--- config.mk ---
export PLATFORM = sky130hd
export DESIGN_NAME = q15_atan2_half_turns_core
export DESIGN_NICKNAME = d
export VERILOG_FILES = /design/src/q15at_pkg.sv /design/src/q15_atan2_half_turns_core.sv /design/src/q15at_cell.sv /design/src/q15at_post.sv
export SDC_FILE = /design/constraint.sdc
export NUM_CORES = 2
export LEC_CHECK = 0
export BUFFER_PORTS_ARGS = -buffer_cell sky130_fd_sc_hd__buf_2
export CAP_MARGIN = 5
export CORE_UTILIZATION = 52
export CTS_CLUSTER_SIZE = 16
export DETAILED_ROUTE_END_ITERATION = 16
export GPL_ROUTABILITY_DRIVEN = 0
export PLACE_DENSITY = 0.67
export SETUP_SLACK_MARGIN = 0.2
export SLEW_MARGIN = 20
export SYNTH_ARGS = -nofsm -noshare
export SYNTH_HDL_FRONTEND = slang
export SYNTH_SLANG_ARGS = --single-unit
--- constraint.sdc ---
create_clock -name clk -period 10.85 [get_ports clk]
set_clock_uncertainty 0.2 [all_clocks]
set_input_delay 2.7125 -clock clk [delete_from_list [all_inputs] [get_ports clk]]
set_output_delay 2.7125 -clock clk [all_outputs]
set_load 0.01 [all_outputs]
--- src/q15at_pkg.sv ---
package q15at_pkg;

  localparam int DefSteps = 16;
  localparam int MaxSteps = 24;

  // x/y carry the input scaled by 2^16 plus the cordic gain and a sign bit
  localparam int XyW = 36;
  // z is half-turns with 24 fraction bits, the start offset plus the table sum fits
  localparam int ZW = 27;

  localparam logic signed [ZW-1:0] HalfTurn = 27'sd16777216;

  typedef struct packed {
    logic                  valid;
    logic                  zero;
    logic signed [XyW-1:0] x;
    logic signed [XyW-1:0] y;
    logic signed [ZW-1:0]  z;
  } cell_data_t;

  // round(atan(2^-idx) / pi * 2^24)
  function automatic logic signed [ZW-1:0] atan_entry(input int idx);
    logic signed [ZW-1:0] val;
    case (idx)
      0:       val = 27'sd4194304;
      1:       val = 27'sd2476042;
      2:       val = 27'sd1308273;
      3:       val = 27'sd664100;
      4:       val = 27'sd333339;
      5:       val = 27'sd166832;
      6:       val = 27'sd83436;
      7:       val = 27'sd41721;
      8:       val = 27'sd20861;
      9:       val = 27'sd10430;
      10:      val = 27'sd5215;
      11:      val = 27'sd2608;
      12:      val = 27'sd1304;
      13:      val = 27'sd652;
      14:      val = 27'sd326;
      15:      val = 27'sd163;
      16:      val = 27'sd81;
      17:      val = 27'sd41;
      18:      val = 27'sd20;
      19:      val = 27'sd10;
      20:      val = 27'sd5;
      21:      val = 27'sd3;
      22:      val = 27'sd1;
      23:      val = 27'sd1;
      default: val = 27'sd0;
    endcase
    return val;
  endfunction

endpackage

--- src/q15_atan2_half_turns_core.sv ---
// four-quadrant atan2(emf_beta, emf_alpha) in half-turns, q15 (32767 = pi), from a
// pipelined vectoring cordic with one cell per iteration. a new item is taken every
// cycle: busy is always low. the result appears on angle with done high for one cycle,
// after it has passed through one registered cordic cell per iteration and then the
// scaling register. nothing holds results back, so the receiver must take them as they come.
// if either input is zero the angle is 0.
module q15_atan2_half_turns_core #(
  parameter int CORDIC_STEPS = q15at_pkg::DefSteps
) (
  input  logic               clk,
  input  logic               rst,
  input  logic               start,
  output logic               busy,
  input  logic signed [15:0] emf_alpha,
  input  logic signed [15:0] emf_beta,
  output logic               done,
  output logic signed [15:0] angle
);

  localparam int Cells = (CORDIC_STEPS > q15at_pkg::MaxSteps) ?
                         q15at_pkg::MaxSteps : CORDIC_STEPS;
  localparam int Lat   = Cells + 1;

  q15at_pkg::cell_data_t            chain [Cells+1];
  q15at_pkg::cell_data_t            head;
  logic signed [q15at_pkg::XyW-1:0] x0;
  logic signed [q15at_pkg::XyW-1:0] y0;

  assign busy = 1'b0;

  always_comb begin
    x0 = {{(q15at_pkg::XyW-32){emf_alpha[15]}}, emf_alpha, 16'h0000};
    y0 = {{(q15at_pkg::XyW-32){emf_beta[15]}}, emf_beta, 16'h0000};
    head.valid = start && !busy;
    head.zero  = (emf_alpha == 16'sd0) || (emf_beta == 16'sd0);
    // left half-plane: flip the vector and start from plus or minus pi
    if (emf_alpha[15]) begin
      head.x = -x0;
      head.y = -y0;
      head.z = (!emf_beta[15] && emf_beta != 16'sd0) ?
               q15at_pkg::HalfTurn : -q15at_pkg::HalfTurn;
    end else begin
      head.x = x0;
      head.y = y0;
      head.z = '0;
    end
  end

  assign chain[0] = head;

  for (genvar i = 0; i < Cells; i++) begin : g_cell
    q15at_cell #(
      .Idx(i)
    ) u_cell (
      .clk  (clk),
      .rst  (rst),
      .d_in (chain[i]),
      .d_out(chain[i+1])
    );
  end

  q15at_post u_post (
    .clk  (clk),
    .rst  (rst),
    .d_in (chain[Cells]),
    .done (done),
    .angle(angle)
  );

  a_done_from_start: assert property (@(posedge clk) disable iff (rst)
    done |-> $past(start, Lat))
    else $error("result strobe without a matching start");

  a_angle_range: assert property (@(posedge clk) disable iff (rst)
    done |-> angle != 16'sh8000)
    else $error("angle outside the q15 half-turn range");

  a_zero_input: assert property (@(posedge clk) disable iff (rst)
    done && ($past(emf_alpha, Lat) == 16'sd0 || $past(emf_beta, Lat) == 16'sd0)
      |-> angle == 16'sd0)
    else $error("zero component did not give a zero angle");

endmodule

--- src/q15at_cell.sv ---
module q15at_cell #(
  parameter int Idx = 0
) (
  input  logic                  clk,
  input  logic                  rst,
  input  q15at_pkg::cell_data_t d_in,
  output q15at_pkg::cell_data_t d_out
);

  localparam logic signed [q15at_pkg::ZW-1:0] Step = q15at_pkg::atan_entry(Idx);

  logic signed [q15at_pkg::XyW-1:0] xs;
  logic signed [q15at_pkg::XyW-1:0] ys;
  q15at_pkg::cell_data_t            d_next;

  always_comb begin
    xs = d_in.x >>> Idx;
    ys = d_in.y >>> Idx;
    d_next = d_in;
    // rotate toward the x axis
    if (!d_in.y[q15at_pkg::XyW-1]) begin
      d_next.x = d_in.x + ys;
      d_next.y = d_in.y - xs;
      d_next.z = d_in.z + Step;
    end else begin
      d_next.x = d_in.x - ys;
      d_next.y = d_in.y + xs;
      d_next.z = d_in.z - Step;
    end
  end

  always_ff @(posedge clk) begin
    d_out.zero <= d_next.zero;
    d_out.x    <= d_next.x;
    d_out.y    <= d_next.y;
    d_out.z    <= d_next.z;
    if (rst) begin
      d_out.valid <= 1'b0;
    end else begin
      d_out.valid <= d_next.valid;
    end
  end

endmodule

--- src/q15at_post.sv ---
module q15at_post (
  input  logic                  clk,
  input  logic                  rst,
  input  q15at_pkg::cell_data_t d_in,
  output logic                  done,
  output logic signed [15:0]    angle
);

  localparam int MagW  = q15at_pkg::ZW - 2;
  localparam int ProdW = MagW + 15;

  logic signed [q15at_pkg::ZW-1:0] zc;
  logic                            neg;
  logic [MagW-1:0]                 mag;
  logic [ProdW-1:0]                prod;
  logic [15:0]                     res;
  logic signed [15:0]              angle_next;

  always_comb begin
    zc = d_in.z;
    if (d_in.z > q15at_pkg::HalfTurn) begin
      zc = q15at_pkg::HalfTurn;
    end else if (d_in.z < -q15at_pkg::HalfTurn) begin
      zc = -q15at_pkg::HalfTurn;
    end
    neg = zc[q15at_pkg::ZW-1];
    mag = neg ? MagW'(-zc) : MagW'(zc);
    // mag * 32767 as a shift and subtract
    prod = {mag, 15'h0000} - {15'h0000, mag};
    res  = prod[ProdW-1 -: 16];
    if (d_in.zero) begin
      angle_next = 16'sd0;
    end else if (neg) begin
      angle_next = -$signed(res);
    end else begin
      angle_next = $signed(res);
    end
  end

  always_ff @(posedge clk) begin
    angle <= angle_next;
    if (rst) begin
      done <= 1'b0;
    end else begin
      done <= d_in.valid;
    end
  end

endmodule

# [After elaboration in Yosys (flattened, before gate mapping)]
# Index checks and enable logic that the tools add are counted.
[op_classes] n_addsub=96 multipliers=0 div=0 magnitude_cmp=2 eq_ne=0 shifts=0 muxes=22 bitwise=0 reduce_logical=6
[op_table] cell="$mux 99" n=16
[op_table] cell="$mux 27" n=4
[op_table] cell="$add 36x22->36" n=2
[op_table] cell="$add 36x23->36" n=2
[op_table] cell="$add 36x24->36" n=2
[op_table] cell="$add 36x25->36" n=2
[op_table] cell="$add 36x26->36" n=2
[op_table] cell="$add 36x27->36" n=2
[op_table] cell="$add 36x28->36" n=2
[op_table] cell="$add 36x29->36" n=2
[op_table] cell="$add 36x30->36" n=2
[op_table] cell="$add 36x31->36" n=2
[op_table] cell="$add 36x32->36" n=2
[op_table] cell="$add 36x33->36" n=2
[op_table] cell="$add 36x34->36" n=2
[op_table] cell="$add 36x35->36" n=2
[op_table] cell="$neg 32->36" n=2
[op_table] cell="$sub 36x22->36" n=2
[op_table] cell="$sub 36x23->36" n=2
[op_table] cell="$sub 36x24->36" n=2
[op_table] cell="$sub 36x25->36" n=2
[op_table] cell="$sub 36x26->36" n=2
[op_table] cell="$sub 36x27->36" n=2
[op_table] cell="$sub 36x28->36" n=2
[op_table] cell="53 further kinds" n=62
[totals] reg_bits=1525 latchBits=0 mem_bits_rw=0 rom_bits=0 out_inout_bits=18 memories=0

# [Longest topological paths before layout]
[logic_depth] word_depth=8 ltp_mapped=30 ltp_nobuf=27

# [By module]
# From an unflattened synthesis, not the netlist that was laid out.
[unflattened] hier_cells=16377 area_unflattened_um2=133643.2
[modules_own_cells] mod="q15at_cell (g_cell[1].u_cell)" instances=1 cells_per_inst=1061 area_per_inst_um2=8700.8 seq_area_each_um2=2021.9
[modules_own_cells] mod="q15at_cell (g_cell[2].u_cell)" instances=1 cells_per_inst=1054 area_per_inst_um2=8552.0 seq_area_each_um2=2021.9
[modules_own_cells] mod="q15at_cell (g_cell[0].u_cell)" instances=1 cells_per_inst=1109 area_per_inst_um2=8544.4 seq_area_each_um2=2001.9
[modules_own_cells] mod="q15at_cell (g_cell[10].u_cell)" instances=1 cells_per_inst=1001 area_per_inst_um2=8224.1 seq_area_each_um2=2021.9
[modules_own_cells] mod="q15at_cell (g_cell[7].u_cell)" instances=1 cells_per_inst=988 area_per_inst_um2=8147.8 seq_area_each_um2=2021.9
[modules_own_cells] mod="q15at_cell (g_cell[4].u_cell)" instances=1 cells_per_inst=975 area_per_inst_um2=8116.5 seq_area_each_um2=2021.9
[modules_own_cells] mod="q15at_cell (g_cell[5].u_cell)" instances=1 cells_per_inst=984 area_per_inst_um2=8076.5 seq_area_each_um2=2021.9
[modules_own_cells] mod="q15at_cell (g_cell[8].u_cell)" instances=1 cells_per_inst=984 area_per_inst_um2=8061.5 seq_area_each_um2=2021.9
[modules_own_cells] mod="q15at_cell (g_cell[9].u_cell)" instances=1 cells_per_inst=974 area_per_inst_um2=8042.7 seq_area_each_um2=2021.9
[modules_own_cells] mod="q15at_cell (g_cell[15].u_cell)" instances=1 cells_per_inst=982 area_per_inst_um2=8025.2 seq_area_each_um2=2021.9
[modules_own_cells] mod="q15at_cell (g_cell[13].u_cell)" instances=1 cells_per_inst=991 area_per_inst_um2=8005.2 seq_area_each_um2=2021.9
[modules_own_cells] mod="q15at_cell (g_cell[3].u_cell)" instances=1 cells_per_inst=957 area_per_inst_um2=7985.2 seq_area_each_um2=2021.9
[modules_own_cells] mod="q15at_cell (g_cell[11].u_cell)" instances=1 cells_per_inst=961 area_per_inst_um2=7911.3 seq_area_each_um2=2021.9
[modules_own_cells] mod="q15at_cell (g_cell[6].u_cell)" instances=1 cells_per_inst=934 area_per_inst_um2=7901.3 seq_area_each_um2=2021.9
[modules_own_cells] mod="4 more rows"

# [Least setup slack after synthesis]
# OpenSTA, ideal clock, no wires.
[synth_path] path_type="reg-to-reg" startpoint="register g_cell[15].u_cell.d_out[25] in the netlist's numbering" endpoint="register u_post.angle[14]" arrival_time_ns=6.458 required_ns=10.579 slack_ns=4.121 path_stages_with_launch=30 path_buffers=5 synth_period_minus_slack_ns=6.729 cell_sequence="dfxtp_1 > nand3_1 > ha_1 > clkbuf_1 > clkbuf_1 > clkbuf_1 > buf_1 > nor2_2 > nand2_1 > ha_1 > clkbuf_1 > nand3_1 > nor3_1 > a311oi_1 > xnor2_1 > o21ai_0 > inv_1 > ha_1 > a21oi_1 > o21bai_1 > a22oi_1 > o211ai_1 > nand3_1 > a211oi_4 > nor2b_1 > xnor2_1 > a31oi_1 > or3b_4 > or3_1 > a21oi_1"
[synth_via] elab_chain_cells=8 word_cells_on_any_way=9 classes_between="add/sub (3); order compare (2); mux (4)"
[synth_rtl] element="start: declaration" line_no="q15at_cell.sv:7" text="output q15at_pkg::cell_data_t d_out"
[synth_rtl] element="$lt 27x25->1" line_no="q15at_post.sv:23" text="end else if (d_in.z < -q15at_pkg::HalfTurn) begin"
[synth_rtl] element="$mux 27" line_no="q15at_post.sv:23"
[synth_rtl] element="$mux 27 (*)" line_no="q15at_post.sv:21" text="if (d_in.z > q15at_pkg::HalfTurn) begin"
[synth_rtl] element="$neg 25->25" line_no="q15at_post.sv:27" text="mag = neg ? MagW'(-zc) : MagW'(zc);"
[synth_rtl] element="$mux 25" line_no="q15at_post.sv:27"
[synth_rtl] element="$sub 40x25->40" line_no="q15at_post.sv:29" text="prod = {mag, 15'h0000} - {15'h0000, mag};"
[synth_rtl] element="$neg 16->16" line_no="q15at_post.sv:34" text="angle_next = -$signed(res);"
[synth_rtl] element="$mux 16 (*)" line_no="q15at_post.sv:33" text="end else if (neg) begin"
[synth_rtl] element="end signal: assignment" line_no="q15at_post.sv:41" text="angle <= angle_next;"
[synth_rtl] element="end: declaration" line_no="q15at_post.sv:6" text="output logic signed [15:0] angle"
# Mark *: on every way between the ends. The rest lies on a longest branch, timed or not.
# A chain may end at the register's enable or synchronous reset.

# [Worst setup path in the final report]
[layout_path] startpoint="register g_cell[15].u_cell.d_out[3] in the netlist's numbering" endpoint="register u_post.angle[14]"
# The elaborated chain is that of the path after synthesis.

==> results.json <==
{
  "outcome": "finished clean",
  "via_count": 80200,
  "maxSlewViolCount": 0,
  "coreArea_um2": 181000,
  "num_rows": 156,
  "avgRoutedWirePerCell_um": 17.0,
  "grt_pass1_wl_um": 384000,
  "clock.fmax_mhz": 126,
  "syn_area_per_cell_um2": 8.37,
  "r2r_cells": 26,
  "fillerInstances": 16200,
  "vias_per_cell": 5.76,
  "cts-root-buf": "clkbuf_16",
  "postSynthCellCount": 11300,
  "synth-seq-cells": 1289,
  "htreeDepth": 4,
  "finalSetupViolCount": 0,
  "grt_antenna_before_repair": 2,
  "synthArstFlopShare_pct": 0,
  "worstPathRequired_ns": 11.37,
  "synth_edf_count": 0,
  "min_period_ns": 7.92,
  "layout-drive-gt1-share_pct": 4.45,
  "hpwl_um": 188000,
  "worst_hold_path_type": "reg -> reg",
  "postCtsSetupRepairBufs": 0,
  "drc_errors": 0,
  "drtAntennaViolNets": 0,
  "worstSetupPathType": "reg -> reg",
  "synth_area_um2": 94900,
  "grt_pass1_vias": 76500,
  "holdWs_ns": 0.125,
  "final_nets": 12700,
  "syn2layout_area_growth_pct": 8.73,
  "rsz0062_at_grt": "no",
  "numCtsBuffers": 152,
  "period_share_pct": 73.0,
  "drtIter0Drc": 5206,
  "grt_use_total_pct": 24.8,
  "grt_start_max_net_pins": 71,
  "setup.worst_path.start_class": "flip-flop",
  "crit_path_end_kind": "flip-flop",
  "hold_depth": 0,
  "finalSetupTns_ns": 0,
  "worstPathMaxFanout": 24,
  "hold_viol_final": 0,
  "clk_pin_slew_ns": 0.06,
  "yosysUniqueCellTypes": 93,
  "clk_path_buf_depth": 3,
  "die_x_um": 429,
  "critPathArrivalTime_ns": 8.44,
  "drv_cap": 0,
  "io_buffers": 51,
  "grt-ovfl-total": 0,
  "initial_core_util_pct": 52.5,
  "clock_latency_ns": 0.80,
  "wl_um": 236000,
  "yosys_warnings": 0,
  "synthFlopType": "dfxtp_1",
  "worst-slew-pin-transition_ns": 1.08,
  "holdBufCountCts": 0,
  "ctsResizeCount": 0,
  "cts_sinks": 1289,
  "max_slew_margin_pct": 27.3,
  "die_y_um": 429,
  "firstDrtPassIters": 6,
  "dieArea_um2": 184000,
  "io_pins": 53,
  "yosysSeqAreaShare_pct": 27.2,
  "tritoncts": "done"
}
## per-layer routing
layer | GRT usage (%) | up-vias | share of wire [%]
met2 | 43.6 | 1825 | 48
met3 | 2.77 | 450 | 4.3
li1 | - | 40600 | -
met4 | 7.98 | 0 | 3.0
met1 | 31.4 | 37400 | 45
met5 | 0 | - | 0
## critical path: stages, from the launching register on
cell and delay [ns]:
dfxtp_1 0.41, nor4_4 0.72, nand4b_4 0.29, o41a_4 0.68
nor2_2 0.40, nand2_1 0.14, ha_1 0.40, and2_1 0.26
nor2_1 0.21, o21ai_0 0.22, nor2_1 0.26, nand2_1 0.08
o21ai_0 0.11, inv_1 0.14, ha_1 0.30, a21oi_1 0.22
o21bai_1 0.14, a22oi_1 0.09, o211ai_1 0.26, nand3_1 0.16
a211oi_4 0.42, nor2b_1 0.35, xnor2_1 0.23, a31oi_1 0.16
or3b_4 0.43, or3_1 0.37, a21oi_1 0.16
## placed cells by master, fill, tap and decap left out, types with 33 or more instances in the layout
| cell type | instances |
|---|---|
| dfxtp_1 | 1276 |
| ha_1 | 1247 |
| nor2_1 | 1239 |
| xnor2_1 | 1175 |
| a21oi_1 | 1091 |
| nand2_1 | 567 |
| inv_1 | 533 |
| xor2_1 | 509 |
| nor3_1 | 450 |
| o21ai_0 | 421 |
| a21o_1 | 265 |
| nand3_1 | 215 |
| o21bai_1 | 173 |
| nor2b_1 | 172 |
| clkbuf_16 | 155 |
| and3_1 | 143 |
| o21a_1 | 138 |
| or3_1 | 127 |
| nand2b_1 | 126 |
| a31oi_1 | 123 |
| nor4_1 | 100 |
| a211oi_1 | 100 |
| and2_1 | 98 |
| o41ai_1 | 71 |
| o31ai_1 | 65 |
| a21boi_0 | 52 |
| or2_2 | 51 |
| buf_2 | 51 |
| o211ai_1 | 50 |
| a31o_2 | 38 |
| or4_1 | 35 |
| mux2_2 | 33 |
## cells in the mapped netlist, types with 29 or more instances
cell type  instances  area share (%)
fa_1              32            0.67
a31oi_1          123            0.81
nor3_1           451             2.4
xnor2_1         1175              11
xor2_1           509             4.7
nor4_1           102            0.67
ha_1            1247              16
o41ai_1           71            0.66
dfxtp_1         1289              27
nand2b_1         126            0.83
nor2_1          1239             4.9
nor3b_1           29            0.23
o21bai_1         173             1.4
nand3_1          215             1.1
mux2_2            33            0.39
a21o_1           265             2.1
nand2_1          567             2.2
a211o_1           31            0.29
a21boi_0          52            0.41
a21oi_1         1091             5.8
o211ai_1          50            0.40
nand4_1           32            0.21
o21ai_0          421             2.2
or2_2             51            0.34
or4_1             35            0.28
o21a_1           138             1.1
inv_1            533             2.1
nor2b_1          172             1.1
o31ai_1           65            0.51
and3_1           143            0.94
a211oi_1         100            0.79
a31o_2            38            0.35
or3_1            127            0.84
and2_1            98            0.65
clkbuf_1         125            0.49
## sequential cells by signal, summed over array words and instances (netlist names)
name / flops
u_post.done: 1
g_cell.u_cell.d_out: 1272
u_post.angle: 16
## final cells by class
class	instances	area [µm²]	area share [%]
antenna	2	5.00	0.00485
clock inverter	80	1050	1.02
clock buffer	201	4360	4.23
multi-input combinational	9368	66600	64.5
tap	2370	2970	2.87
sequential	1289	25800	25.0
timing repair buffer	75	435	0.422
inverter	537	2020	1.95
## kinds of logic (layout without fill, tap and decap cells)
kind of cell | count (synthesis) | count (layout) | share of synthesized area (%)
XOR/XNOR | 1685 | 1685 | 15.6
buffers and inverters | 692 | 893 | 2.76
AO/OA/AOI/OAI | 2869 | 2869 | 19.2
AND/OR/NAND/NOR | 3467 | 3467 | 17.5
flip-flops | 1289 | 1289 | 27.2
other | 2 | 12 | 0.00791
multiplexers | 55 | 55 | 0.623
adder cells (fa/ha/maj) | 1282 | 1282 | 17.1
## worst paths after layout
kind                                   start                    endpoint  slack [ns]
setup reg to reg  g_cell[15].u_cell.d_out[3]            u_post.angle[14]        2.93
hold reg to reg   g_cell[12].u_cell.d_out[1]  g_cell[13].u_cell.d_out[1]        0.13
hold / removal    g_cell[12].u_cell.d_out[1]  g_cell[13].u_cell.d_out[1]        0.13
setup / recovery  g_cell[15].u_cell.d_out[3]            u_post.angle[14]        2.93
## per-stage QoR
step | cell area [µm²] | utilization (%) | setup slack (ns) | cells
detailed placement | 97800 | 54.0 | 3.16 | 13600
global route | 103000 | 57.0 | 2.25 | 13900
global placement | 97800 | 54.0 | 3.10 | 13600
finish | 103000 | 57.0 | 2.93 | 13900
floorplan | 94900 | - | 4.12 | 11300
CTS | 103000 | 57.0 | 3.10 | 13900
Power is not shown: default switching activity piles up to over one toggle a cycle in this logic, so the estimate is an artifact.
